==> src/rtl/core/cubic_bezier_arc_length_eval_unit_assert.svh <==
// Assertion macros used by the top module of the Bezier arc-length unit.
`ifndef CUBIC_BEZIER_ARC_LENGTH_EVAL_UNIT_ASSERT_SVH
`define CUBIC_BEZIER_ARC_LENGTH_EVAL_UNIT_ASSERT_SVH
`ifndef SYNTHESIS
`define BCAL_ASSERT(lbl, clk, rstn, prop) \
  lbl: assert property (@(posedge clk) disable iff (!rstn) prop) \
    else $error("assertion failed");
`define BCAL_ASSERT_NEXT(lbl, clk, rstn, ante, cons) \
  lbl: assert property (@(posedge clk) disable iff (!rstn) (ante) |=> (cons)) \
    else $error("assertion failed");
`else
`define BCAL_ASSERT(lbl, clk, rstn, prop)
`define BCAL_ASSERT_NEXT(lbl, clk, rstn, ante, cons)
`endif
`endif

==> src/rtl/core/bcal_pkg.sv <==
`default_nettype none
package bcal_pkg;
  localparam int unsigned CoordW = 32;
  localparam int unsigned TW     = 17;
  localparam int unsigned LenW   = 40;
  localparam int unsigned ChordW = 33;
  localparam int unsigned RatioW = 16;

  localparam logic [TW-1:0]   TOne   = 17'h10000;
  localparam logic [LenW-1:0] LenMax = '1;

  localparam logic [2:0] REG_START_X  = 3'd0;
  localparam logic [2:0] REG_START_Y  = 3'd1;
  localparam logic [2:0] REG_GUIDE1_X = 3'd2;
  localparam logic [2:0] REG_GUIDE1_Y = 3'd3;
  localparam logic [2:0] REG_GUIDE2_X = 3'd4;
  localparam logic [2:0] REG_GUIDE2_Y = 3'd5;
  localparam logic [2:0] REG_END_X    = 3'd6;
  localparam logic [2:0] REG_END_Y    = 3'd7;

  localparam logic [2:0] LastStep = 3'd5;

  typedef logic signed [CoordW-1:0] coord_t;

  typedef struct packed {
    coord_t          a;
    coord_t          b;
    logic [TW-1:0]   t;
  } lerp_req_t;

  typedef struct packed {
    coord_t x0;
    coord_t y0;
    coord_t x1;
    coord_t y1;
  } chord_pts_t;

  typedef enum logic [3:0] {
    ST_IDLE,
    ST_EV_ISSUE,
    ST_EV_WAIT,
    ST_CH_START,
    ST_CH_WAIT,
    ST_DECIDE,
    ST_DIV_WAIT,
    ST_FX_ISSUE,
    ST_FX_WAIT,
    ST_FY_ISSUE,
    ST_FY_WAIT,
    ST_OUT
  } seq_state_e;

  typedef enum logic [1:0] {
    DST_PREV,
    DST_NEXT,
    DST_RES
  } eval_dst_e;

  typedef enum logic [2:0] {
    CS_IDLE,
    CS_SQX,
    CS_SQY,
    CS_ROOT,
    CS_DONE
  } chord_state_e;
endpackage
`default_nettype wire

==> src/rtl/core/bcal_lerp.sv <==
`default_nettype none
module bcal_lerp import bcal_pkg::*; (
  input  logic      clk_i,
  input  lerp_req_t req_i,
  output coord_t    res_o
);
  logic signed [CoordW:0]       diff;
  logic signed [TW:0]           ts;
  logic signed [CoordW+TW+1:0]  prod_d;
  logic signed [CoordW+TW+1:0]  prod_q;
  logic signed [CoordW+TW+1:0]  rnd;
  coord_t                       a_q;

  assign diff   = {req_i.b[CoordW-1], req_i.b} - {req_i.a[CoordW-1], req_i.a};
  assign ts     = {1'b0, req_i.t};
  assign prod_d = diff * ts;

  always_ff @(posedge clk_i) begin
    prod_q <= prod_d;
    a_q    <= req_i.a;
  end

  // Round half up by adding one half and flooring; the result always lies between a and b.
  assign rnd   = (prod_q + (CoordW+TW+2)'(32768)) >>> 16;
  assign res_o = a_q + rnd[CoordW-1:0];
endmodule
`default_nettype wire

==> config.mk <==
export PLATFORM = sky130hd
export DESIGN_NAME = bcal_lerp
export DESIGN_NICKNAME = d
export VERILOG_FILES = /design/src/rtl/core/cubic_bezier_arc_length_eval_unit_assert.svh /design/src/rtl/core/bcal_pkg.sv /design/src/rtl/core/bcal_lerp.sv
export SDC_FILE = /design/constraint.sdc
export NUM_CORES = 2
export LEC_CHECK = 0
export BUFFER_PORTS_ARGS = -buffer_cell sky130_fd_sc_hd__buf_4
export CELL_PAD_IN_SITES_DETAIL_PLACEMENT = 1
export CELL_PAD_IN_SITES_GLOBAL_PLACEMENT = 1
export CORE_ASPECT_RATIO = 0.6
export CORE_MARGIN = 5
export CORE_UTILIZATION = 40
export DETAILED_ROUTE_END_ITERATION = 7
export PLACE_DENSITY_LB_ADDON = 0.08
export SLEW_MARGIN = 20
export SYNTH_ARGS = -nofsm -noshare
export SYNTH_HDL_FRONTEND = slang
export SYNTH_SLANG_ARGS = --single-unit
==> constraint.sdc <==
create_clock -name clk_i -period 22.2 [get_ports clk_i]
set_clock_uncertainty 0.05 [all_clocks]
set_input_delay 1.11 -clock clk_i [delete_from_list [all_inputs] [get_ports clk_i]]
set_output_delay 1.11 -clock clk_i [all_outputs]
set_load 0.01 [all_outputs]
-- Word-level counts from Yosys, hierarchy flattened
Cells that the tools add are included.
- register bits after elaboration: 80
- latch bits: 0
- memory bits (writable): 0
- bits in read-only memories: 0
- input port bits: 82
- output and inout port bits: 32
- word-level logic and storage cells: 6
- memories kept: 0
- add/sub/neg operators: 3
- multiply operators: 1
- div/mod/pow operators: 0
- magnitude comparators: 0
- eq/ne operators: 0
- shift-type cells: 0
- multiplexer cells: 0
- bitwise operators: 0
- reductions and logical operators: 0
- operators by type and width (cell ; count):
    $add A48 B17 Y48 const B ; 1
    $mul A33 B18 Y48 ; 1
    $sub A32 B32 Y33 ; 1
    $add A32 B32 Y32 ; 1

-- Logic depth before layout (Yosys ltp)
- word-level depth: 2
- gate-level depth with buffers: 38
- gate-level depth less buffers: 38

-- Worst setup path before layout
No wires, ideal clock.
- kind: input to register
- from: input req_i[55] in the netlist's numbering
- to: register prod_q[47]
- setup time: 0.131 ns
- data arrival time: 9.194 ns
- required time: 22.019 ns
- slack: 12.824 ns
- stages: 36
- cells stage by stage: inv_1 > ha_1 > a21o_1 > a221oi_2 > nand2_2 > a211oi_4 > a211oi_1 > or3_1 > a21oi_1 > o21bai_1 > a21oi_1 > xnor2_1 > clkbuf_1 > and2_1 > fa_1 > inv_1 > fa_1 > fa_1 > inv_1 > fa_1 > fa_1 > inv_1 > fa_1 > inv_1 > ha_1 > nand4_1 > nor2_1 > a221oi_1 > o21ai_0 > a21oi_1 > a221oi_1 > o2111ai_1 > nand4b_1 > o31ai_1 > xnor2_1 > xor3_1
- cells in the longest elaborated chain, start to end: 2
- RTL lines (what ; RTL line ; source):
    from (decl) ; bcal_lerp.sv:4 ; input lerp_req_t req_i,
    $sub A32 B32 Y33 ; bcal_lerp.sv:14 ; assign diff = {req_i.b[CoordW-1], req_i.b} - {req_i.a[CoordW-1], req_i.a};
    $mul A33 B18 Y48 ; bcal_lerp.sv:16 ; assign prod_d = diff * ts;
    net prod_d[47] ; bcal_lerp.sv:9 ; logic signed [CoordW+TW+1:0] prod_d;
    to (signal assigned) ; bcal_lerp.sv:19 ; prod_q <= prod_d;
    to (decl) ; bcal_lerp.sv:10 ; logic signed [CoordW+TW+1:0] prod_q;
The timed path passes the listed nets, and every way through them passes these cells.

-- Final worst setup path
- from: input req_i[22] in the netlist's numbering
- to: register prod_q[47]
The elaborated chain is that of the path after synthesis.

==> flow_metrics.py <==
metrics = {
    "sta": {
        "hold_ws_ns": 0.792,
        "max_freq_mhz": 93.2,
        "period_share": 0.483,
        "finalMaxSlewViolations": 0,
        "tns_ns": 0,
        "max_slew_margin": 0.348,
        "setup_viol": 0,
        "rsz0062_at_grt": "no",
        "hold_violations": 0,
        "worst_pin_slew_ns": 0.978,
        "fin_crit_ns": 10.73,
    },
    "routing": {
        "wl_mm": 75.7,
        "drtIter0Drc": 1013,
        "firstDrtPassIters": 5,
        "post_drt_wl_per_cell_um": 21.8,
        "postRouteAntennaNets": 0,
        "via_per_inst": 5.03,
        "drc": 0,
        "routed-via-count": 17400,
    },
    "critical_path": {
        "endpoint_kind": "flop",
        "crit_end": "prod_q[47]$_DFF_P_",
        "worstSetupStartpoint": "req_i[22]",
        "worstPathMaxFanout": 17,
        "cpMostUsedCell": "fa_1",
        "worstSetupPathType": "in2reg",
        "cp_slowest_cell": "a221oi_1",
        "required_ns": 22.41,
        "cp_slowest_stage_delay_ns": 0.88,
        "worstPathArrival_ns": 10.93,
        "cp-start-kind": "primary input",
    },
    "floorplanning": {
        "die_w_um": 321,
        "dieArea_mm2": 0.0631,
        "rows": 68,
        "io_pins": 114,
        "core-area_mm2": 0.0574,
        "die_h_um": 197,
        "start_util": 0.404,
    },
    "placement": {
        "dp_cells": 3450,
        "port_buffers": 113,
        "gp_congestion": 0.895,
        "hpwl_mm": 61.3,
    },
    "cts": {
        "clk_pin_slew_ns": 0.07,
        "cts_tree": "done",
        "clockRootBuffer": "clkbuf_16",
        "cts.sinks": 65,
        "htreeDepth": 3,
        "cts_setup_buffers": 0,
        "clockBufferDepth": 2,
        "hold_buffers": 0,
        "postCtsResizedCells": 0,
        "cts-buffers-inserted": 9,
    },
    "grt": {
        "grt_util_met1": 0.377,
        "grt_pass1_wl_mm": 119,
        "top_usage_layer": "met1",
        "grtUsageMet2": 0.353,
        "grt_pass1_vias": 20000,
        "grt_usage": 0.247,
        "grt_max_degree": 34,
        "grt_overflow": 0,
        "antenna_found_initial": 0,
        "grtUsageMet3": 0.0808,
    },
    "finish": {
        "nets": 3463,
        "syn_to_final_growth_pct": 8.85,
        "stdcell_count": 3468,
        "drive_gt1_frac": 0.0664,
    },
    "synthesis": {
        "yosysTopAreaCell": "fa_1",
        "seq_area_frac_synth": 0.0561,
        "netlist.area_leader.share": 0.445,
        "yosys_warnings": 0,
        "synth_nets": 3393,
        "syn_area_per_cell_um2": 8.85,
        "synthArstFlopShare": 0,
        "synth_area_leaders": "fa_1, inv_1, ha_1, and2_1, dfxtp_1",
        "syn_area_mm2": 0.0232,
        "synthCells": 2621,
        "synthMostInstantiatedCell": "inv_1",
        "synth_edf_count": 0,
        "synth_commonest_cells": "inv_1, fa_1, nand2_1, and2_1, ha_1",
        "yosysUniqueCellTypes": 65,
        "synth-seq-cells": 65,
        "ys.flop_type": "dfxtp_1",
    },
    "status": {
        "status": "completed",
    },
    "flow_run": {
        "cap_violations": 0,
    },
    "worst_hold_path": {
        "hold_path.class": "in2reg",
    },
}
==> per-layer routing <==
| metal | routed length, um | share of wire | vias up |
|---|---|---|---|
| met4 | 489 | 0.0065 | 2 |
| met3 | 6690 | 0.088 | 37 |
| li1 | - | - | 7888 |
| met2 | 30100 | 0.40 | 407 |
| met1 | 38300 | 0.51 | 9110 |
| met5 | 90 | 0.0012 | - |
==> sequential cells by signal, summed over array words and instances (netlist names) <==
name    cells
prod_q     33
a_q        32
==> kinds of logic after synthesis <==
logic type	count (synthesis)	share of synthesized area
AO/OA/AOI/OAI	229	0.0661
XOR/XNOR	130	0.0497
adder cells (fa/ha/maj)	690	0.539
buffers and inverters	743	0.121
flip-flops	65	0.0561
AND/OR/NAND/NOR	764	0.168
==> worst min-delay path by stage <==
stage                         start         endpoint  depth (start not counted)
after CTS                 req_i[79]  a_q[30]$_DFF_P_                          1
after floorplan           req_i[49]   a_q[0]$_DFF_P_                          0
after global routing      req_i[79]  a_q[30]$_DFF_P_                          1
after detailed placement  req_i[78]  a_q[29]$_DFF_P_                          1
after global placement    req_i[63]  a_q[14]$_DFF_P_                          1
final                     req_i[79]  a_q[30]$_DFF_P_                          1
==> final cells by class <==
cell class,instances,area (um^2)
multi-input combinational,1813,19100
fill,6768,32200
tap,770,963
timing repair buffer,145,1090
antenna,2,5.00
inverter,657,2470
clock inverter,6,66.3
sequential,65,1300
clock buffer,10,239
==> critical path: cells and delay by family <==
kind            cells  cell delay, ns
simple gates        4            1.20
compound gates     13            3.58
buf+inv             6            0.69
xor+xnor            3            0.68
fa+ha+maj           8            3.64
==> per-stage QoR <==
stage / util / instance area (um^2) / setup slack [ns]
5_1_grt: 0.439 / 25200 / 11.09
3_3_place_gp: 0.434 / 24900 / 11.51
2_1_floorplan: - / 23200 / 12.82
6_report: 0.440 / 25200 / 11.47
4_1_cts: 0.439 / 25200 / 11.58
3_5_place_dp: 0.434 / 24900 / 11.19
==> cells in the final DEF (no fill, tap or decap), types with 20 or more instances in the layout <==
cell | netlist | layout
fa_1 | 516 | 515
a21o_1 | 42 | 42
a21oi_1 | 73 | 73
and2_1 | 262 | 262
ha_1 | 174 | 174
nor2_1 | 52 | 52
buf_4 | 1 | 145
xor2_1 | 36 | 33
o21ai_0 | 31 | 31
nand2_1 | 302 | 302
and3_1 | 20 | 20
inv_1 | 657 | 657
xnor2_1 | 93 | 93
dfxtp_1 | 65 | 65
nor2b_1 | 39 | 39
Power is left out: the tool's default activity adds up to more than one toggle a clock period on the data nets, which glitch-free logic cannot reach.
