==> src/rtl/core/cubic_bezier_arc_length_eval_unit_assert.svh <==
// Assertion macros used by the top module of the Bezier arc-length unit.
`ifndef CUBIC_BEZIER_ARC_LENGTH_EVAL_UNIT_ASSERT_SVH
`define CUBIC_BEZIER_ARC_LENGTH_EVAL_UNIT_ASSERT_SVH
`ifndef SYNTHESIS
`define BCAL_ASSERT(lbl, clk, rstn, prop) \
  lbl: assert property (@(posedge clk) disable iff (!rstn) prop) \
    else $error("assertion failed");
`define BCAL_ASSERT_NEXT(lbl, clk, rstn, ante, cons) \
  lbl: assert property (@(posedge clk) disable iff (!rstn) (ante) |=> (cons)) \
    else $error("assertion failed");
`else
`define BCAL_ASSERT(lbl, clk, rstn, prop)
`define BCAL_ASSERT_NEXT(lbl, clk, rstn, ante, cons)
`endif
`endif

==> src/rtl/core/bcal_pkg.sv <==
`default_nettype none
package bcal_pkg;
  localparam int unsigned CoordW = 32;
  localparam int unsigned TW     = 17;
  localparam int unsigned LenW   = 40;
  localparam int unsigned ChordW = 33;
  localparam int unsigned RatioW = 16;

  localparam logic [TW-1:0]   TOne   = 17'h10000;
  localparam logic [LenW-1:0] LenMax = '1;

  localparam logic [2:0] REG_START_X  = 3'd0;
  localparam logic [2:0] REG_START_Y  = 3'd1;
  localparam logic [2:0] REG_GUIDE1_X = 3'd2;
  localparam logic [2:0] REG_GUIDE1_Y = 3'd3;
  localparam logic [2:0] REG_GUIDE2_X = 3'd4;
  localparam logic [2:0] REG_GUIDE2_Y = 3'd5;
  localparam logic [2:0] REG_END_X    = 3'd6;
  localparam logic [2:0] REG_END_Y    = 3'd7;

  localparam logic [2:0] LastStep = 3'd5;

  typedef logic signed [CoordW-1:0] coord_t;

  typedef struct packed {
    coord_t          a;
    coord_t          b;
    logic [TW-1:0]   t;
  } lerp_req_t;

  typedef struct packed {
    coord_t x0;
    coord_t y0;
    coord_t x1;
    coord_t y1;
  } chord_pts_t;

  typedef enum logic [3:0] {
    ST_IDLE,
    ST_EV_ISSUE,
    ST_EV_WAIT,
    ST_CH_START,
    ST_CH_WAIT,
    ST_DECIDE,
    ST_DIV_WAIT,
    ST_FX_ISSUE,
    ST_FX_WAIT,
    ST_FY_ISSUE,
    ST_FY_WAIT,
    ST_OUT
  } seq_state_e;

  typedef enum logic [1:0] {
    DST_PREV,
    DST_NEXT,
    DST_RES
  } eval_dst_e;

  typedef enum logic [2:0] {
    CS_IDLE,
    CS_SQX,
    CS_SQY,
    CS_ROOT,
    CS_DONE
  } chord_state_e;
endpackage
`default_nettype wire

==> src/rtl/core/bcal_chord.sv <==
`default_nettype none
module bcal_chord import bcal_pkg::*; (
  input  logic              clk_i,
  input  logic              rst_ni,
  input  logic              start_i,
  input  chord_pts_t        pts_i,
  output logic              done_o,
  output logic [ChordW-1:0] len_o
);
  chord_state_e state_q, state_d;

  logic signed [CoordW:0] sdx, sdy;
  logic [CoordW:0]        dx, dy;
  logic                   half;
  logic [30:0]            dxs_q, dys_q, mop;
  logic [61:0]            sq;
  logic                   half_q;
  logic [62:0]            n_q, bit_q, res_q;
  logic [63:0]            trial;

  assign sdx  = {pts_i.x1[CoordW-1], pts_i.x1} - {pts_i.x0[CoordW-1], pts_i.x0};
  assign sdy  = {pts_i.y1[CoordW-1], pts_i.y1} - {pts_i.y0[CoordW-1], pts_i.y0};
  assign dx   = sdx[CoordW] ? (CoordW+1)'(-sdx) : (CoordW+1)'(sdx);
  assign dy   = sdy[CoordW] ? (CoordW+1)'(-sdy) : (CoordW+1)'(sdy);
  assign half = (dx[CoordW:31] != '0) || (dy[CoordW:31] != '0);

  assign mop   = (state_q == CS_SQX) ? dxs_q : dys_q;
  assign sq    = mop * mop;
  assign trial = {1'b0, res_q} + {1'b0, bit_q};

  always_ff @(posedge clk_i or negedge rst_ni) begin
    if (!rst_ni) begin
      state_q <= CS_IDLE;
    end else begin
      state_q <= state_d;
    end
  end

  always_comb begin
    state_d = state_q;
    done_o  = 1'b0;
    case (state_q)
      CS_IDLE: begin
        if (start_i) state_d = CS_SQX;
      end
      CS_SQX:  state_d = CS_SQY;
      CS_SQY:  state_d = CS_ROOT;
      CS_ROOT: begin
        if (bit_q[0]) state_d = CS_DONE;
      end
      CS_DONE: begin
        done_o  = 1'b1;
        state_d = CS_IDLE;
      end
      default: state_d = CS_IDLE;
    endcase
  end

  // Halve large deltas, sum their squares, then a bit-by-bit integer square root, one result bit per cycle.
  always_ff @(posedge clk_i) begin
    case (state_q)
      CS_IDLE: begin
        if (start_i) begin
          half_q <= half;
          dxs_q  <= half ? dx[31:1] : dx[30:0];
          dys_q  <= half ? dy[31:1] : dy[30:0];
        end
      end
      CS_SQX: n_q <= 63'(sq);
      CS_SQY: begin
        n_q   <= n_q + 63'(sq);
        res_q <= '0;
        bit_q <= 63'(1) << 62;
      end
      CS_ROOT: begin
        if ({1'b0, n_q} >= trial) begin
          n_q   <= n_q - trial[62:0];
          res_q <= (res_q >> 1) + bit_q;
        end else begin
          res_q <= res_q >> 1;
        end
        bit_q <= bit_q >> 2;
      end
      default: ;
    endcase
  end

  assign len_o = half_q ? {res_q[31:0], 1'b0} : {1'b0, res_q[31:0]};
endmodule
`default_nettype wire

==> config.mk <==
export PLATFORM = sky130hd
export DESIGN_NAME = bcal_chord
export DESIGN_NICKNAME = d
export VERILOG_FILES = /design/src/rtl/core/cubic_bezier_arc_length_eval_unit_assert.svh /design/src/rtl/core/bcal_pkg.sv /design/src/rtl/core/bcal_chord.sv
export SDC_FILE = /design/constraint.sdc
export NUM_CORES = 2
export LEC_CHECK = 0
export BUFFER_PORTS_ARGS = -buffer_cell sky130_fd_sc_hd__buf_4
export CAP_MARGIN = 25
export CORE_MARGIN = 5
export CORE_UTILIZATION = 45
export DETAILED_ROUTE_END_ITERATION = 16
export GPL_ROUTABILITY_DRIVEN = 0
export HOLD_SLACK_MARGIN = 0.06
export PLACE_DENSITY = 0.62
export SLEW_MARGIN = 10
export SYNTH_ARGS = -nofsm -noshare
export SYNTH_HDL_FRONTEND = slang
export SYNTH_SLANG_ARGS = --single-unit
==> constraint.sdc <==
create_clock -name clk_i -period 15.75 [get_ports clk_i]
set_clock_uncertainty 0.05 [all_clocks]
set_input_delay 2.3625 -clock clk_i [delete_from_list [all_inputs] [get_ports clk_i]]
set_output_delay 2.3625 -clock clk_i [all_outputs]
set_load 0.01 [all_outputs]
# --- Word-level counts from Yosys, hierarchy flattened ---
# Cells that the tools add are included.
totals:
  latch_bits: 0
  regBits: 255
  rom_bits: 0
  memories: 0
  wordCells: 48
  ramBits: 0
op_classes:
  n_mul: 1
  eq_ne: 7
  n_mux: 15
  addsub: 8
  magnitude_cmp: 1
  shift: 0
  bitwise: 0
  div: 0
  reduce_logical: 9
op_table:
  columns: ["op", "count"]
  rows:
  - ["$pmux W63 S2", 2]
  - ["$pmux W63 S3", 1]
  - ["$mux W63", 2]
  - ["$mux W33", 3]
  - ["$mux W31", 3]
  - ["$neg A33 Y33", 2]
  - ["$sub A32 B32 Y33", 2]
  - ["$add A63 B63 Y64", 1]
  - ["$ge A63 B64 Y1", 1]
  - ["$add A62 B63 Y63", 1]
  - ["$add A63 B62 Y63", 1]
  - ["$sub A63 B63 Y63", 1]
  - ["$mul A31 B31 Y62", 1]
  - ["$pmux W3 S4", 1]
  - ["$eq A3 B2 Y1 const B", 2]
  - ["$mux W3", 2]
  - ["$ne A2 B2 Y1 const B", 3]
  - ["$reduce_and A2 Y1", 3]
  - ["$reduce_bool A2 Y1", 3]
  - ["$eq A3 B1 Y1 const B", 1]
  - ["$eq A3 B3 Y1 const B", 1]
  - ["$logic_not A3 Y1", 1]
  - ["$reduce_bool A3 Y1", 1]
  - ["$logic_or A1 B1 Y1", 1]
  - ["$mux W1", 1]

# --- Longest topological paths before layout ---
depth:
  word_depth: 6
  ltp_mapped: 53

# --- Least setup slack after synthesis ---
# OpenSTA, ideal clock, no wires.
synth_timing:
  kind: "reg-to-reg"
  start: "register state_q[2]"
  end: "register n_q[61] (data pin)"
  path_slack_ns: 2.602
  path_stages_with_launch: 48
  setup_time_ns: 0.406
  t_arrival_ns: 12.693
  required_time_ns: 15.294
  cell_sequence: "dfrtp_1 -> clkbuf_1 -> nor3b_2 -> clkbuf_1 -> buf_1 -> mux2i_1 -> clkbuf_1 -> clkbuf_1 -> nor2_1 -> fa_1 -> fa_1 -> fa_1 -> inv_1 -> fa_1 -> inv_1 -> fa_1 -> fa_1 -> fa_1 -> (+12 left out) -> nand2b_1 -> or3_1 -> xor2_1 -> o21ai_0 -> ha_1 -> a21o_1 -> a21oi_1 -> nor2b_1 -> nor2_1 -> o21ai_0 -> a21oi_1 -> or2_2 -> a41oi_1 -> o22ai_1 -> o31a_1 -> o21ai_0 -> xnor2_1 -> a21oi_1"
synth_between:
  elab_chain_len: 5
  elab_cells_between_ends: 7
  cone_classes: "add/sub (1); mul (1); eq/ne (3); mux (2)"
synth_lines:
  columns: ["element", "line_no", "rtl"]
  rows:
  - ["from (decl)", "bcal_chord.sv:10", "chord_state_e state_q, state_d;"]
  - ["from (signal assigned)", "bcal_chord.sv:35", "state_q <= state_d;"]
  - ["$eq A3 B1 Y1", "bcal_chord.sv:27, bcal_chord.sv:61", null]
  - ["$mux W31", "bcal_chord.sv:27", "assign mop = (state_q == CS_SQX) ? dxs_q : dys_q;"]
  - ["$mul A31 B31 Y62", "bcal_chord.sv:28", "assign sq = mop * mop;"]
  - ["$add A63 B62 Y63", "bcal_chord.sv:71", "n_q <= n_q + 63'(sq);"]
  - ["$pmux W63 S3 (*)", "bcal_chord.sv:61", "case (state_q)"]
  - ["to (signal assigned)", "bcal_chord.sv:69", "CS_SQX: n_q <= 63'(sq);"]
  - ["to (signal assigned)", "bcal_chord.sv:71", null]
  - ["to (signal assigned)", "bcal_chord.sv:77", "n_q <= n_q - trial[62:0];"]
  - ["to (decl)", "bcal_chord.sv:18", "logic [62:0] n_q, bit_q, res_q;"]
# Mark *: on every way between the ends. The rest lies on a longest branch, timed or not.
# A chain may end at the register's enable or synchronous reset.

# --- Worst setup path after layout ---
layout_timing:
  start: "register state_q[2]"
  end: "register n_q[62] (data pin)"
# Same word-level chain as after synthesis.

==> metrics.txt <==
status finished clean; Worst Min Path Start bit_q[24]; Worst path slowest cell nor3b_4; Area Growth Syn to Fin 7.407%; Post-CTS Setup Bufs 0; chip height 354.9 um; FFs w/ async S/R, synth 1.339%; IO Pins 165; total CTS buffers 27; startpoint types register; initial antenna violation count 1; Fmax 0.06675 GHz; wire per inst 20.28 um; CTS tree yes; WHS Path Cells 1; number of global-route vias before repair 45.48k; # DRC 0; GRT Util Overall 25.17%; Yosys reg bits 224; cell count after synthesis 6243; total number of vias 44.37k; Crit Path Class reg2reg; CTS max path bufs 3; crit-path max cell delay 0.72 ns; EDFF count, synth 221; pin count of the biggest net entering global routing 86; unrepaired setup endpoints after global routing no; # nets final 7677; worst hold path type reg2reg; I/O Buffers 164; H-tree levels 1; mapped cell area 53520 um2; cell mode on critical path fa_1; total negative slack 0 ns; FF-to-FF path depth 40; layout cells sized above 1 6.744%; Syn Nets 7639; final wirelength 159000 um; Post-synth top flop edfxtp_1; fin cells 7838; Vias/cell 5.661; arrival time of the worst setup path 15.36 ns; register area share after synthesis 12.54%; setup violators final 0; DIE AREA 125900 um2; Post-Syn Area per Cell 8.572 um2; HPWL Detailed 130000 um; Max Slew Vio Count 0; Initial DRC Count 3385; Worst Path Required 16.13 ns; Clock Pin Slew Worst Setup and Hold Paths 0.07 ns; Final Hold Viols 0; Hold WS 0.5555 ns; worst-skew pair later-pin latency 0.59 ns; FF-to-FF Start state_q[2]; CTS sink cnt 224; placed cells 7787; first-pass GRT wire length 253300 um; # diodes 0; Final Cycle Share 95.12%; Initial Util 45.32%; Crit. End Element register; grt total ovfl 0; Core Region 118100 um2; CP Launch Point state_q[2]; Final min period 14.98 ns; DRT antenna net count 0; Root Buffer clkbuf_16; MaxCap Viol Count 0; Yosys warning count 0; Worst Tran Pin Value 1.119 ns; number of core rows 126; Die X 354.9 um; max_slew headroom 24.93%; First-pass DRT Iterations 6; Yosys cell types 93; Worst Path Max Fanout 19
critical path, delay by kind of cell (launching register included):
kind / cells / cell delay [ns]
AO/OA/AOI/OAI: 11 / 2.57
XOR/XNOR: 2 / 0.59
adder cells (fa/ha/maj): 10 / 4.92
buffers and inverters: 4 / 1.28
flip-flops: 1 / 0.52
multiplexers: 2 / 0.64
AND/OR/NAND/NOR: 11 / 4.24
cells by family (layout without fill, tap and decap cells):
family / Yosys count / after routing / synth area share, %
AND/OR/NAND/NOR: 1796 / 1796 / 15.43
multiplexers: 147 / 147 / 2.915
flip-flops: 224 / 224 / 12.54
AO/OA/AOI/OAI: 1178 / 1178 / 14.18
buffers and inverters: 1285 / 1344 / 9.085
XOR/XNOR: 348 / 348 / 5.737
adder cells (fa/ha/maj): 1265 / 1265 / 40.11
area by class of cell:
cell class / count / area, um2
clock inverter: 20 / 326.6
clock buffer: 30 / 686.9
fill: 11280 / 60600
sequential: 224 / 6711
timing repair buffer: 240 / 1795
multi-input combinational: 4734 / 42080
tap: 1536 / 1922
inverter: 1054 / 3960
state kept, by name, summed over array words and instances, names as in the netlist:
register  flops
dxs_q        31
half_q        1
dys_q        31
n_q          63
state_q       3
bit_q        32
res_q        63
metal layers:
metal,GRT usage [%],part of all wire (%)
met1,34.58,43
met2,39.71,44
met3,3.752,7.4
met4,10.99,5.5
met5,0,0
Yosys cell counts, types with 17 or more instances:
cell / n / share of area [%]
clkbuf_1: 198 / 1.4
fa_1: 751 / 28
a31oi_1: 87 / 1.0
o21ai_0: 273 / 2.6
a21oi_1: 260 / 2.4
nand3_1: 75 / 0.70
and3_1: 35 / 0.41
o21bai_1: 38 / 0.53
nor4_1: 27 / 0.32
o211ai_1: 31 / 0.43
xor2_1: 167 / 2.7
nor2_1: 555 / 3.9
ha_1: 514 / 12
or2_2: 19 / 0.22
buf_1: 17 / 0.12
nand2_1: 643 / 4.5
o31ai_1: 38 / 0.53
a21o_1: 146 / 2.0
mux2_2: 61 / 1.3
nor3_1: 94 / 0.88
o21a_1: 40 / 0.56
a211oi_1: 74 / 1.0
inv_1: 1043 / 7.3
nand4_1: 56 / 0.65
edfxtp_1: 221 / 12
and2_1: 54 / 0.63
or3_1: 45 / 0.53
mux2i_1: 85 / 1.6
a21boi_0: 22 / 0.31
nand2b_1: 43 / 0.50
xnor2_1: 179 / 2.9
nor2b_1: 58 / 0.68
cells in the final DEF (no fill, tap or decap), types with 14 or more instances in the layout:
cell type,instances
nor4_1,25
a21o_1,146
nand2b_1,42
or2_2,19
inv_1,1043
nand2_1,643
o21ai_1,14
o211ai_1,31
nand3_1,75
clkbuf_16,27
o22ai_1,14
ha_1,514
and3_1,35
a21oi_1,260
nand4_1,56
edfxtp_1,221
o21a_1,40
or3_1,45
nor3_1,93
nor2b_1,58
mux2i_1,72
mux2_2,61
and2_1,54
xor2_1,167
buf_4,238
fa_1,751
o31a_1,14
nor2_1,553
a31o_2,15
a21boi_0,22
nor3b_1,15
o21ai_0,272
a211oi_1,74
xnor2_1,179
o21bai_1,38
a31oi_1,86
o31ai_1,37
metrics by stage:
step | cell area, um2 | setup slack, ns | util (%)
after global routing | 57480 | 0.02321 | 48.68
after global placement | 56450 | 0.7978 | 47.80
final | 57480 | 0.7687 | 48.68
after floorplan | 53520 | 2.602 | -
after CTS | 57470 | 0.4427 | 48.67
after detailed placement | 56450 | 0.4990 | 47.81
path summary, 6_finish.rpt:
kind / endpoint / slack [ns]
min in group asynchronous: state_q[2] / 1.53
hold reg to reg: bit_q[22] / 0.56
setup reg to reg: n_q[62] / 0.77
hold / removal: bit_q[22] / 0.56
setup / recovery: n_q[62] / 0.77
max in group asynchronous: state_q[1] / 14.01
timing repair:
item / 4_1_cts / 5_1_grt
setup endpoints to repair: 0 / 8
hold buffers: 0 / 0
endpoints found under the hold margin: 0 / 0
resized for setup: 0 / 2
Power is left out: the tool's default activity adds up to more than one toggle a clock period on the data nets, which glitch-free logic cannot reach.
