===== config.mk =====
export PLATFORM = sky130hd
export DESIGN_NAME = bcal_div
export DESIGN_NICKNAME = d
export VERILOG_FILES = /design/src/rtl/core/cubic_bezier_arc_length_eval_unit_assert.svh /design/src/rtl/core/bcal_pkg.sv /design/src/rtl/core/bcal_div.sv
export SDC_FILE = /design/constraint.sdc
export NUM_CORES = 1
export LEC_CHECK = 0
export ABC_AREA = 1
export BUFFER_PORTS_ARGS = -buffer_cell sky130_fd_sc_hd__buf_2
export CORE_MARGIN = 5
export CORE_UTILIZATION = 39
export CTS_BUF_LIST = sky130_fd_sc_hd__clkbuf_8
export DETAILED_ROUTE_END_ITERATION = 6
export SYNTH_ARGS = -nofsm -noshare
export SYNTH_HDL_FRONTEND = slang
export SYNTH_SLANG_ARGS = --single-unit

===== constraint.sdc =====
create_clock -name clk_i -period 2.7 [get_ports clk_i]
set_input_delay 0.27 -clock clk_i [delete_from_list [all_inputs] [get_ports clk_i]]
set_output_delay 0.27 -clock clk_i [all_outputs]
set_load 0.05 [all_outputs]

===== src/rtl/core/cubic_bezier_arc_length_eval_unit_assert.svh =====
// Assertion macros used by the top module of the Bezier arc-length unit.
`ifndef CUBIC_BEZIER_ARC_LENGTH_EVAL_UNIT_ASSERT_SVH
`define CUBIC_BEZIER_ARC_LENGTH_EVAL_UNIT_ASSERT_SVH
`ifndef SYNTHESIS
`define BCAL_ASSERT(lbl, clk, rstn, prop) \
  lbl: assert property (@(posedge clk) disable iff (!rstn) prop) \
    else $error("assertion failed");
`define BCAL_ASSERT_NEXT(lbl, clk, rstn, ante, cons) \
  lbl: assert property (@(posedge clk) disable iff (!rstn) (ante) |=> (cons)) \
    else $error("assertion failed");
`else
`define BCAL_ASSERT(lbl, clk, rstn, prop)
`define BCAL_ASSERT_NEXT(lbl, clk, rstn, ante, cons)
`endif
`endif


===== src/rtl/core/bcal_pkg.sv =====
`default_nettype none
package bcal_pkg;
  localparam int unsigned CoordW = 32;
  localparam int unsigned TW     = 17;
  localparam int unsigned LenW   = 40;
  localparam int unsigned ChordW = 33;
  localparam int unsigned RatioW = 16;

  localparam logic [TW-1:0]   TOne   = 17'h10000;
  localparam logic [LenW-1:0] LenMax = '1;

  localparam logic [2:0] REG_START_X  = 3'd0;
  localparam logic [2:0] REG_START_Y  = 3'd1;
  localparam logic [2:0] REG_GUIDE1_X = 3'd2;
  localparam logic [2:0] REG_GUIDE1_Y = 3'd3;
  localparam logic [2:0] REG_GUIDE2_X = 3'd4;
  localparam logic [2:0] REG_GUIDE2_Y = 3'd5;
  localparam logic [2:0] REG_END_X    = 3'd6;
  localparam logic [2:0] REG_END_Y    = 3'd7;

  localparam logic [2:0] LastStep = 3'd5;

  typedef logic signed [CoordW-1:0] coord_t;

  typedef struct packed {
    coord_t          a;
    coord_t          b;
    logic [TW-1:0]   t;
  } lerp_req_t;

  typedef struct packed {
    coord_t x0;
    coord_t y0;
    coord_t x1;
    coord_t y1;
  } chord_pts_t;

  typedef enum logic [3:0] {
    ST_IDLE,
    ST_EV_ISSUE,
    ST_EV_WAIT,
    ST_CH_START,
    ST_CH_WAIT,
    ST_DECIDE,
    ST_DIV_WAIT,
    ST_FX_ISSUE,
    ST_FX_WAIT,
    ST_FY_ISSUE,
    ST_FY_WAIT,
    ST_OUT
  } seq_state_e;

  typedef enum logic [1:0] {
    DST_PREV,
    DST_NEXT,
    DST_RES
  } eval_dst_e;

  typedef enum logic [2:0] {
    CS_IDLE,
    CS_SQX,
    CS_SQY,
    CS_ROOT,
    CS_DONE
  } chord_state_e;
endpackage
`default_nettype wire


===== src/rtl/core/bcal_div.sv =====
`default_nettype none
module bcal_div import bcal_pkg::*; (
  input  logic              clk_i,
  input  logic              rst_ni,
  input  logic              start_i,
  input  logic [ChordW-1:0] num_i,
  input  logic [ChordW-1:0] den_i,
  output logic              done_o,
  output logic [RatioW-1:0] quo_o
);
  logic              run_q, done_q;
  logic [3:0]        cnt_q;
  logic [ChordW-1:0] rem_q, den_q;
  logic [ChordW:0]   remsh;
  logic              ge;

  assign remsh = {rem_q, 1'b0};
  assign ge    = remsh >= {1'b0, den_q};

  always_ff @(posedge clk_i or negedge rst_ni) begin
    if (!rst_ni) begin
      run_q  <= 1'b0;
      done_q <= 1'b0;
      cnt_q  <= '0;
    end else begin
      done_q <= 1'b0;
      if (start_i) begin
        run_q <= 1'b1;
        cnt_q <= '0;
      end else if (run_q) begin
        cnt_q <= cnt_q + 4'd1;
        if (cnt_q == 4'd15) begin
          run_q  <= 1'b0;
          done_q <= 1'b1;
        end
      end
    end
  end

  // Restoring division; the numerator is below the divisor, so the
  // quotient of num * 2^16 fits in sixteen bits.
  always_ff @(posedge clk_i) begin
    if (start_i) begin
      rem_q <= num_i;
      den_q <= den_i;
      quo_o <= '0;
    end else if (run_q) begin
      rem_q <= ge ? ChordW'(remsh - {1'b0, den_q}) : remsh[ChordW-1:0];
      quo_o <= {quo_o[RatioW-2:0], ge};
    end
  end

  assign done_o = done_q;
endmodule
`default_nettype wire

Yosys cells after proc, flatten, opt, wreduce, memory -nomap -nowiden

Cells that the tools add are included.

Flip-flop bits (word level): 88
Bits of input ports: 69
Output and inout port bits: 17
Word-level logic and storage cells: 22

Add/sub/neg operators: 2
Magnitude comparators: 1
Eq/ne operators: 1
Mux-type cells: 11
Reduce and logical (&&, ||, !) cells: 1

Operators with widths:

| cell                                        | number |
|---|---|
| 2-to-1 mux 33 bit                           | 3 |
| >= comparator 34 x 33 -> 1 bit              | 1 |
| subtractor 33 bit                           | 1 |
| 2-to-1 mux 4 bit                            | 2 |
| 2-to-1 mux 1 bit                            | 6 |
| adder 4 x 1 -> 4 bit, second input constant | 1 |
| equality test 4 bit, second input constant  | 1 |
| nonzero test 2 bit                          | 1 |

Logic depth before layout (Yosys ltp)

Gate-level depths: netlist (run 1).

Word-level depth: 4
Mapped depth: 16
Gate-level depth less buffers: 16

Worst setup path after synthesis (run 1)

No wires, ideal clock.

Kind: input -> register
Start: input port start_i
End: register rem_q[0], enable pin
Library setup time: 410 ps
Arrival: 2015 ps
Slack: 275 ps
Stages on the path: 4
Path buffers: 2
Cell sequence: clkbuf_1 clkinv_1 nand2_1 clkbuf_1

Cells in the longest elaborated chain, start to end: 1

RTL lines:

| what                         | RTL line       | RTL |
|---|---|---|
| from (decl)                  | bcal_div.sv:5  | `input logic start_i,` |
| nonzero test 2 bit (no line) | n/a            |  |
| to (signal assigned)         | bcal_div.sv:44 | `rem_q <= num_i;` |
| to (signal assigned)         | bcal_div.sv:48 | `rem_q <= ge ? ChordW'(remsh - {1'b0, den_q}) : remsh[ChordW-1:0];` |
| to (decl)                    | bcal_div.sv:13 | `logic [ChordW-1:0] rem_q, den_q;` |

Every way passes these cells.
A chain may end at the register's enable or synchronous reset.

Worst setup path in the final report (run 1)

Start: register rem_q[20]
End: register rem_q[22], data pin

Cells in the longest elaborated chain, start to end: 4
Elaborated cells between the ends (all ways): 5
Those cells by class: add/sub (1); order compare (1); mux (3)

RTL lines:

| what                                                                       | RTL line                       | RTL |
|---|---|---|
| subtractor 33 bit / >= comparator 34 x 33 -> 1 bit (equally long branches) | bcal_div.sv:48, bcal_div.sv:18 |  |
| 2-to-1 mux 33 bit *                                                        | bcal_div.sv:48                 |  |
| 2-to-1 mux 33 bit *                                                        | bcal_div.sv:47                 | `end else if (run_q) begin` |
| 2-to-1 mux 33 bit *                                                        | bcal_div.sv:43                 | `if (start_i) begin` |

Every way passes the cells marked *; elsewhere a longest branch is shown, timed or not. The select of a mux whose other input is x is not followed.

==> results of run 1 <==
==> worst register-to-register path: stages (launching register included) <==
cell	delay [ns]
edfxtp_1	0.41
ha_1	0.37
nand2_1	0.18
inv_1	0.06
nand2_1	0.06
nand2_1	0.07
nand2_1	0.06
nand2_1	0.06
nand2_1	0.07
nand3_2	0.09
nor2_4	0.32
buf_4	0.27
nand3b_1	0.14
nand3_1	0.11
nand2_1	0.05
==> layout make-up <==
type	instances	area [um^2]	area share
sequential	88	2452	0.3300
inverter	183	686.9	0.09244
clock inverter	7	86.33	0.01162
timing repair buffer	97	546.8	0.07358
multi-input combinational	632	3259	0.4386
clock buffer	9	123.9	0.01667
tap	220	275.3	0.03704
==> logic make-up (layout without fill, tap and decap cells) <==
group           after synthesis  in the layout  synth area share
compound gates               43             43           0.03656
xor+xnor                     15             15           0.02010
fa+ha+maj                    35             35           0.06813
buf+inv                     202            296            0.1311
flops                        88             88            0.3751
simple gates                538            539            0.3690
==> per-stage QoR <==
stage                     utilization  cell area [um^2]  hold WS, ns
final                          0.4497              7431      0.04226
after global routing           0.4497              7431      0.01645
after CTS                      0.4477              7398      0.01469
after detailed placement       0.4344              7178       0.1035
after global placement         0.4344              7178       0.1056
after floorplan                     -              6538     -0.02559
==> path summary, 6_finish.rpt <==
| path | endpoint |
|---|---|
| min | den_q[17] |
| max | rem_q[22] |
| max reg2reg | rem_q[22] |
| min reg2reg | cnt_q[3] |
| max in group asynchronous | run_q |
| min in group asynchronous | done_o |
==> power by group through the flow <==
stage	Clock [mW]	Combinational [mW]	Sequential, mW
floorplan	0	3.27	1.96
global placement	0	4.18	1.97
detailed placement	0	4.19	1.97
CTS	1.02	4.22	1.95
global route	1.09	4.89	1.99
finish	0.979	4.29	1.95
==> cells in the final DEF, fill, tap and decap left out, types with 13 or more instances in the layout <==
cell	instances
a21oi_1	22
buf_2	85
dfxtp_1	16
edfxtp_1	66
ha_1	34
inv_1	180
nand2_1	344
nand2_2	21
nand3_1	58
nand3b_1	39
nor2_1	45
o22ai_1	14
xnor2_1	13
==> timing repair <==
item                       in CTS  in global routing
setup endpoints to repair       0                 14
gates resized for setup         0                  3
hold buffers                    1                  0
hold endpoints to repair        6                  0
==> flip-flops by register name, summed over array words and instances, names as in the netlist <==
signal and cells:
quo_o 16, done_o 1, cnt_q 4, rem_q 33, den_q 33, run_q 1
==> per-layer routing <==
metal / GRT usage / share of wire / up-vias
li1: - / - / 3038
met1: 0.2654 / 0.50 / 2572
met2: 0.2705 / 0.43 / 141
met3: 0.02985 / 0.054 / 18
met4: 0.05355 / 0.018 / 0
met5: 0 / 0 / -
==> impl_metrics.ini, run 1 <==
[run_status]
status = complete, no violations

[sta]
finalCritPeriodShare = 0.9485
fin_skew_ns = 0.02190
setup_violations = 0
fin_crit_ns = 2.561
layout_setup_ws_ns = 0.1389
hold_viol = 0
fin_setup_tns_ns = 0
clock.fmax_mhz = 390.5
worst_slew_pin_slew_ns = 0.7497
relSlewSlack = 0.5002
slew_viol_final = 0
rsz0062_at_grt = no

[detailed_routing]
drc = 0
drt-initial-drc-count = 362
avgRoutedWirePerCell_um = 13.91
wl_mm = 17.19
drtAntennaViolNets = 0
vias = 5769
viasPerCell = 4.667
firstDrtPassIters = 5

[final_layout]
nFillCells = 1760
syn_to_final_growth_pct = 13.67
layout.nets = 1115
antenna_cells = 0
final_cells = 1236
drive_gt1_frac = 0.1467

[power]
powerDensity_nw_per_um2 = 971.3
combPwrFrac = 0.594
vdd_ir_drop_max_mv = 0.3168
switchingPower_mw = 3.486
switching_share = 0.4830
clkPwrFrac = 0.136
seq_power_share = 0.270
total_power_mw = 7.218
leakage_nw = 3.944
power.internal_mw = 3.731

[worst_setup_path]
worst_setup_path_end_kind = register
crit_cells = 14
r2r_slack_ns = 0.14
cp_cell_sequence = ha_1, nand2_1, inv_1, nand2_1, nand2_1, nand2_1, nand2_1, nand2_1, nand3_2, nor2_4, buf_4, nand3b_1, nand3_1, nand2_1
start_kind = register
crit_family = simple AND/OR/NAND/NOR gates
slowest_delay_ns = 0.41
crit_top_cell = nand2_1
crit_start = rem_q[20]
cp_max_fo = 11
path_class = register to register
r2r-start = rem_q[20]
cpMaxStageDelayCell = edfxtp_1
arrival_ns = 2.70
worstPathBufferInverterCount = 2
worst-r2r-cell-count = 14
worstPathRequired_ns = 2.84

[cts]
cts_root_buffer = clkbuf_8
post-cts-setup-buffers = 0
clkTransAtPathRegs_ns = 0.11
cts_buffers = 9
cts_tree = built
clk_latency_ns = 0.40
clock_path_buffers = 2
h-tree-depth = 3
cts_sinks = 88

[synthesis]
yosys.cell_types.count = 38
synth_seq_area_share = 0.3751
yosysTopAreaCellShare = 0.3032
yosys-top-cells-area = edfxtp_1 (30%), nand2_1 (20%), inv_1 (10%), ha_1 (6.5%), dfxtp_1 (4.9%)
yosysTopAreaCell = edfxtp_1
postSynthCellCount = 921
yosys-top-cells-count = nand2_1 (345), inv_1 (180), edfxtp_1 (66)
synth.most_common_cell = nand2_1
syn-num-nets = 1025
async_flop_share = 0.06818
yosys_warnings = 0
ys_ff_latch = 88
synth_edf_count = 66
syn_avg_cell_area_um2 = 7.098
syn_area_um2 = 6538
synth_top_flop_cell = edfxtp_1

[floorplanning]
die_h_um = 139.5
boundaryPins = 86
dieArea_um2 = 19450
core_area_um2 = 16520
std_cell_rows = 47
initial_core_util = 0.3956
die_width_um = 139.5

[hold_path]
hp-class = input port to register
worstHoldPathCells = 1
hold_start = den_i[17]

[grt]
grt.total_usage = 0.1799
antenna_found_initial = 0
grt_max_degree = 68
grt_pass1_vias = 5684
overflow = 0
grt_pass1_wl_mm = 28.28

[place]
gp_congestion = 0.9091
place_ws_ns = 0.1950
placed_cells = 1218
hpwlAfterDp_mm = 13.07
io_buffers = 85

[job]
drv_cap = 0
No activity file was read; power rests on OpenSTA's default activity.
==> run 2: changes to the inputs <==
==> constraint.sdc (replaced) <==
create_clock -name clk_i -period 2.7 [get_ports clk_i]
set_input_delay 0.135 -clock clk_i [delete_from_list [all_inputs] [get_ports clk_i]]
set_output_delay 0.135 -clock clk_i [all_outputs]
set_load 0.05 [all_outputs]
==> run 2 against run 1 <==
Core utilization increased by 2.3 points. Critical path depth unchanged. Via count increased by 2.1%. Global-route usage increased by 0.21 points. Worst hold slack got worse by 0.031 ns.
==> impl_metrics.ini, run 2 (synthesis gave the netlist of run 1 again) <==
[worst_setup_path]
crit_top_cell = nand2_1
worstPathRequired_ns = 2.86
start_kind = register
path_class = register to register
worst_setup_path_end_kind = register
cp_cell_sequence = fa_1, inv_1, nand2_1, nand2_1, and2_1, nand3_1, nand2_1, nand2_1, nand2_1, nand2_1, nand2_1, nand2_1, nand3_1, nand2_1
slowest_delay_ns = 0.47
cp_max_fo = 3
cpMaxStageDelayCell = edfxtp_1
crit_family = simple AND/OR/NAND/NOR gates
arrival_ns = 2.60
worstPathBufferInverterCount = 1

[floorplanning]
core_area_um2 = 16520
boundaryPins = 86
dieArea_um2 = 19450
std_cell_rows = 47
initial_core_util = 0.3956
die_h_um = 139.5
die_width_um = 139.5

[grt]
overflow = 0
grt_pass1_vias = 5762
grt.total_usage = 0.1820
grt_max_degree = 68
grt_pass1_wl_mm = 28.68
antenna_found_initial = 0

[final_layout]
final_cells = 1275
final_cell_mix = nand2_1 (344), inv_1 (180), buf_2 (85)
layout.nets = 1154
drive_gt1_frac = 0.1374
largestRegisters = den_q (33), rem_q (33), quo_o (16)
final_common_cell = nand2_1
antenna_cells = 0
fin_util = 0.4726
syn_to_final_growth_pct = 19.44
nFillCells = 1690
postLayoutCellArea_um2 = 7809

[sta]
fin_crit_ns = 2.437
slew_viol_final = 0
worst_slew_pin_slew_ns = 0.7364
fin_setup_tns_ns = 0
fin_skew_ns = 0.01534
setup_violations = 0
clock.fmax_mhz = 410.4
relSlewSlack = 0.5091
finalCritPeriodShare = 0.9025
hold_viol = 0
rsz0062_at_grt = no

[detailed_routing]
viasPerCell = 4.622
drt-initial-drc-count = 350
drc = 0
wl_mm = 17.29
avgRoutedWirePerCell_um = 13.56
firstDrtPassIters = 5
drtAntennaViolNets = 0
vias = 5893

[cts]
cts_root_buffer = clkbuf_8
post-cts-setup-buffers = 0
h-tree-depth = 3
cts_sinks = 88
postCtsResizedCells = 0
cts_tree = built
clock_path_buffers = 2
clk_latency_ns = 0.40
cts_buffers = 9
clkTransAtPathRegs_ns = 0.11

[place]
hpwlAfterDp_mm = 13.11
placed_cells = 1215
gp_congestion = 0.8977
io_buffers = 85
detailed_place.area_um2 = 7156

[power]
vdd_ir_drop_max_mv = 0.2869
total_power_mw = 7.180
powerDensity_nw_per_um2 = 919.5
leakage_nw = 4.113

[job]
drv_cap = 0

[run_status]
status = complete, no violations

[hold_path]
hp-class = input port to register
## run 2: cell count changes in the layout (fill, tap and decap cells not counted), sizes merged
cell         before  now
buf              96   93
dlygate4sd3       1   44
nand2           368  367
## run 2: report_power, final
part	switching, mW	total, mW	internal [mW]
combinational	2.70	4.25	1.55
sequential	0.142	1.95	1.81
clock	0.604	0.979	0.375
total	3.45	7.18	3.73
## run 2: final cells by class
class | instances | area [um^2] | area share
multi-input combinational | 631 | 3231 | 0.4137
sequential | 88 | 2452 | 0.3141
timing repair buffer | 137 | 950.9 | 0.1218
inverter | 183 | 686.9 | 0.08797
tap | 220 | 275.3 | 0.03525
clock buffer | 9 | 123.9 | 0.01586
clock inverter | 7 | 88.84 | 0.01138
## run 2: tightest hold or removal path: cells and delay by family
family	cells	cell delay (ns)
buffers and inverters	1	0.07
AND/OR/NAND/NOR	2	0.09
## run 2: final timing paths
kind | start | endpoint | slack, ns | cells after the start
hold / removal | num_i[30] | rem_q[30] | 0.01 | 3
min in group asynchronous | rst_ni | cnt_q[3] | 0.07 | 2
setup reg to reg | den_q[0] | rem_q[28] | 0.26 | 14
max in group asynchronous | rst_ni | cnt_q[0] | 2.49 | 2
setup / recovery | den_q[0] | rem_q[28] | 0.26 | 14
hold reg to reg | cnt_q[3] | cnt_q[3] | 0.48 | 1
## run 2: repair_timing
item | CTS | global route
hold endpoints to repair | 49 | 0
hold buffers | 44 | 0
endpoints found under the setup margin | 0 | 0
## run 2: metrics by stage
| step | hold WS (ns) | setup WS (ns) |
|---|---|---|
| after global placement | -0.03188 | 0.2758 |
| after floorplan | -0.1606 | 0.4101 |
| after detailed placement | -0.03173 | 0.2915 |
| final | 0.01150 | 0.2632 |
| after CTS | 0.001077 | 0.2604 |
| after global routing | 0.01407 | 0.01055 |
## run 2: routing by layer
metal	vias up	track usage	share of wire
met5	-	0	0
met4	0	0.04377	0.012
met3	15	0.02882	0.053
met2	139	0.2852	0.44
met1	2623	0.2639	0.50
li1	3116	-	-
==> run 3: changes to the inputs <==
--- a/config.mk
+++ b/config.mk
@@ -8,9 +8,11 @@
 export ABC_AREA = 1
 export BUFFER_PORTS_ARGS = -buffer_cell sky130_fd_sc_hd__buf_2
 export CORE_MARGIN = 5
-export CORE_UTILIZATION = 39
+export CORE_UTILIZATION = 30
 export CTS_BUF_LIST = sky130_fd_sc_hd__clkbuf_8
 export DETAILED_ROUTE_END_ITERATION = 6
+export MAX_ROUTING_LAYER = met4
+export SKIP_LAST_GASP = 1
 export SYNTH_ARGS = -nofsm -noshare
 export SYNTH_HDL_FRONTEND = slang
 export SYNTH_SLANG_ARGS = --single-unit
==> run 3 against run 2 <==
Sequential share of layout area is 0.50 points lower. Flip-flop and latch count stayed put. Non-clock buffer count is 3 higher. Wire length is 5.7% higher. Clock power is 0.9% higher. Count of clock-buffer cells in the layout stayed put. First-iteration DRC count is 7.7% lower. Setup slack worse by 0.11 ns. Global-route usage is 2.8 points lower. Critical endpoint is now rem_q[4]. Highest routed layer unchanged.
==> impl_metrics.ini, run 3 (synthesis gave the netlist of run 1 again) <==
[final_layout]
antenna_cells = 0
nFillCells = 2361
multiInputGateArea_um2 = 3246
fin_util = 0.3670
postLayoutCellArea_um2 = 7934
largestRegisters = den_q (33), rem_q (33), quo_o (16)
seq_area_um2 = 2452
layout.nets = 1157
final_cell_mix = nand2_1 (344), inv_1 (180), buf_2 (85)
drive_gt1_frac = 0.1474
syn_to_final_growth_pct = 21.36
final_common_cell = nand2_1

[worst_setup_path]
worstPathRequired_ns = 2.85
arrival_ns = 2.70
cp_cell_sequence = ha_1, nand2_1, inv_1, nand2_1, nand2_1, inv_1, nand3_2, nand2_1, nand2_1, nand2_4, buf_4, nand3b_1, nand3_1, nand2_1
crit_family = simple AND/OR/NAND/NOR gates
path_class = register to register
cpMaxStageDelayCell = edfxtp_1
crit_top_cell = nand2_1
slowest_delay_ns = 0.42
worstPathBufferInverterCount = 3
start_kind = register
crit_cells = 14
worst-r2r-cell-count = 14
cp_max_fo = 17
worst_setup_path_end_kind = register

[detailed_routing]
wl_met3_um = 646
wl_mm = 18.27
drt-initial-drc-count = 323
avgRoutedWirePerCell_um = 13.65
vias = 5872
drc = 0
drtAntennaViolNets = 0
viasPerCell = 4.389
wl_met2_mm = 8.024
drt-met1-wl_mm = 9.345
top_layer = met4
firstDrtPassIters = 4

[run_status]
status = complete, no violations

[power]
leakage_nw = 4.139
powerDensity_nw_per_um2 = 929.0
vdd_ir_drop_max_mv = 0.3037

[sta]
slew_viol_final = 0
layout_setup_ws_ns = 0.1506
clock.fmax_mhz = 392.3
finalCritPeriodShare = 0.9442
fin_setup_tns_ns = 0
rsz0062_at_grt = no
fin_skew_ns = 0.02737
setup_violations = 0
hold_viol = 0
fin_crit_ns = 2.549
worst_slew_pin_slew_ns = 0.7434
relSlewSlack = 0.5044

[hold_path]
worstHoldPathCells = 3
hp-class = input port to register

[cts]
clock_path_buffers = 2
cts_tree = built
clkTransAtPathRegs_ns = 0.11
cts_buffers = 9
cts_sinks = 88
cts_root_buffer = clkbuf_8
clk_latency_ns = 0.40
post-cts-setup-buffers = 0
h-tree-depth = 3

[grt]
grt_pass1_wl_mm = 29.30
antenna_found_initial = 0
grt_pass1_vias = 5725
overflow = 0
grt.total_usage = 0.1540
grt_max_degree = 68

[job]
drv_cap = 0

[floorplanning]
dieArea_um2 = 24840
initial_core_util = 0.3024
std_cell_rows = 54
die_h_um = 157.6
boundaryPins = 86
die_width_um = 157.6
core_area_um2 = 21620

[place]
hpwlAfterDp_mm = 14.12
gp_congestion = 0.9284
place_ws_ns = 0.1629
io_buffers = 85
detailed_place.area_um2 = 7308
run 3: cell count changes in the layout (fill, tap and decap cells not counted), sizes merged:
cell,change
dlygate4sd3,-4
buf,+7
run 3: final cells by class:
cell class,instances,share of cell area
well taps,280,0.04416
flip-flops and latches,88,0.3091
clock buffers,9,0.01561
multi-input cells,631,0.4091
inverters,183,0.08658
repair buffers,140,0.1246
clock inverters,7,0.01088
run 3: routing by layer:
layer	vias up	GRT usage
met4	0	0.03482
met2	105	0.2400
met3	16	0.02078
met5	-	-
li1	3122	-
met1	2629	0.2140
run 3: path summary, 6_finish.rpt:
check	from	end	slack, ns
worst max-delay path	rem_q[8]	rem_q[4]	0.15
worst min-delay path	num_i[3]	rem_q[3]	0.02
worst max register to register	rem_q[8]	rem_q[4]	0.15
worst min register to register	cnt_q[3]	cnt_q[3]	0.48
max in group asynchronous	rst_ni	cnt_q[0]	2.46
min in group asynchronous	rst_ni	done_o	0.08
run 3: report_power, final:
group	total (mW)	switching, mW	leakage (nW)	internal [mW]
clock	0.988	0.616	0.105	0.373
sequential	1.96	0.148	0.884	1.81
combinational	4.43	2.77	3.15	1.66
total	7.37	3.53	4.14	3.84
run 3: through the flow:
stage,hold WS (ns),instances,power [mW]
2_1_floorplan,-0.1606,921,5.236
3_3_place_gp,-0.03233,1282,6.284
3_5_place_dp,-0.02994,1282,6.310
4_1_cts,0.0006269,1338,7.394
5_1_grt,0.002423,1338,8.055
6_report,0.01683,1338,7.371
run 3: worst reg2reg max path, delay by kind of cell (launching register included):
family / cells / cell delay (ns)
flops: 1 / 0.42
buf+inv: 3 / 0.38
simple gates: 10 / 1.15
fa+ha+maj: 1 / 0.37
run 3: what timing repair did:
action,CTS,global route
resized for setup,0,5
endpoints found under the hold margin,45,0
hold buffers,40,0
endpoints found under the setup margin,0,16
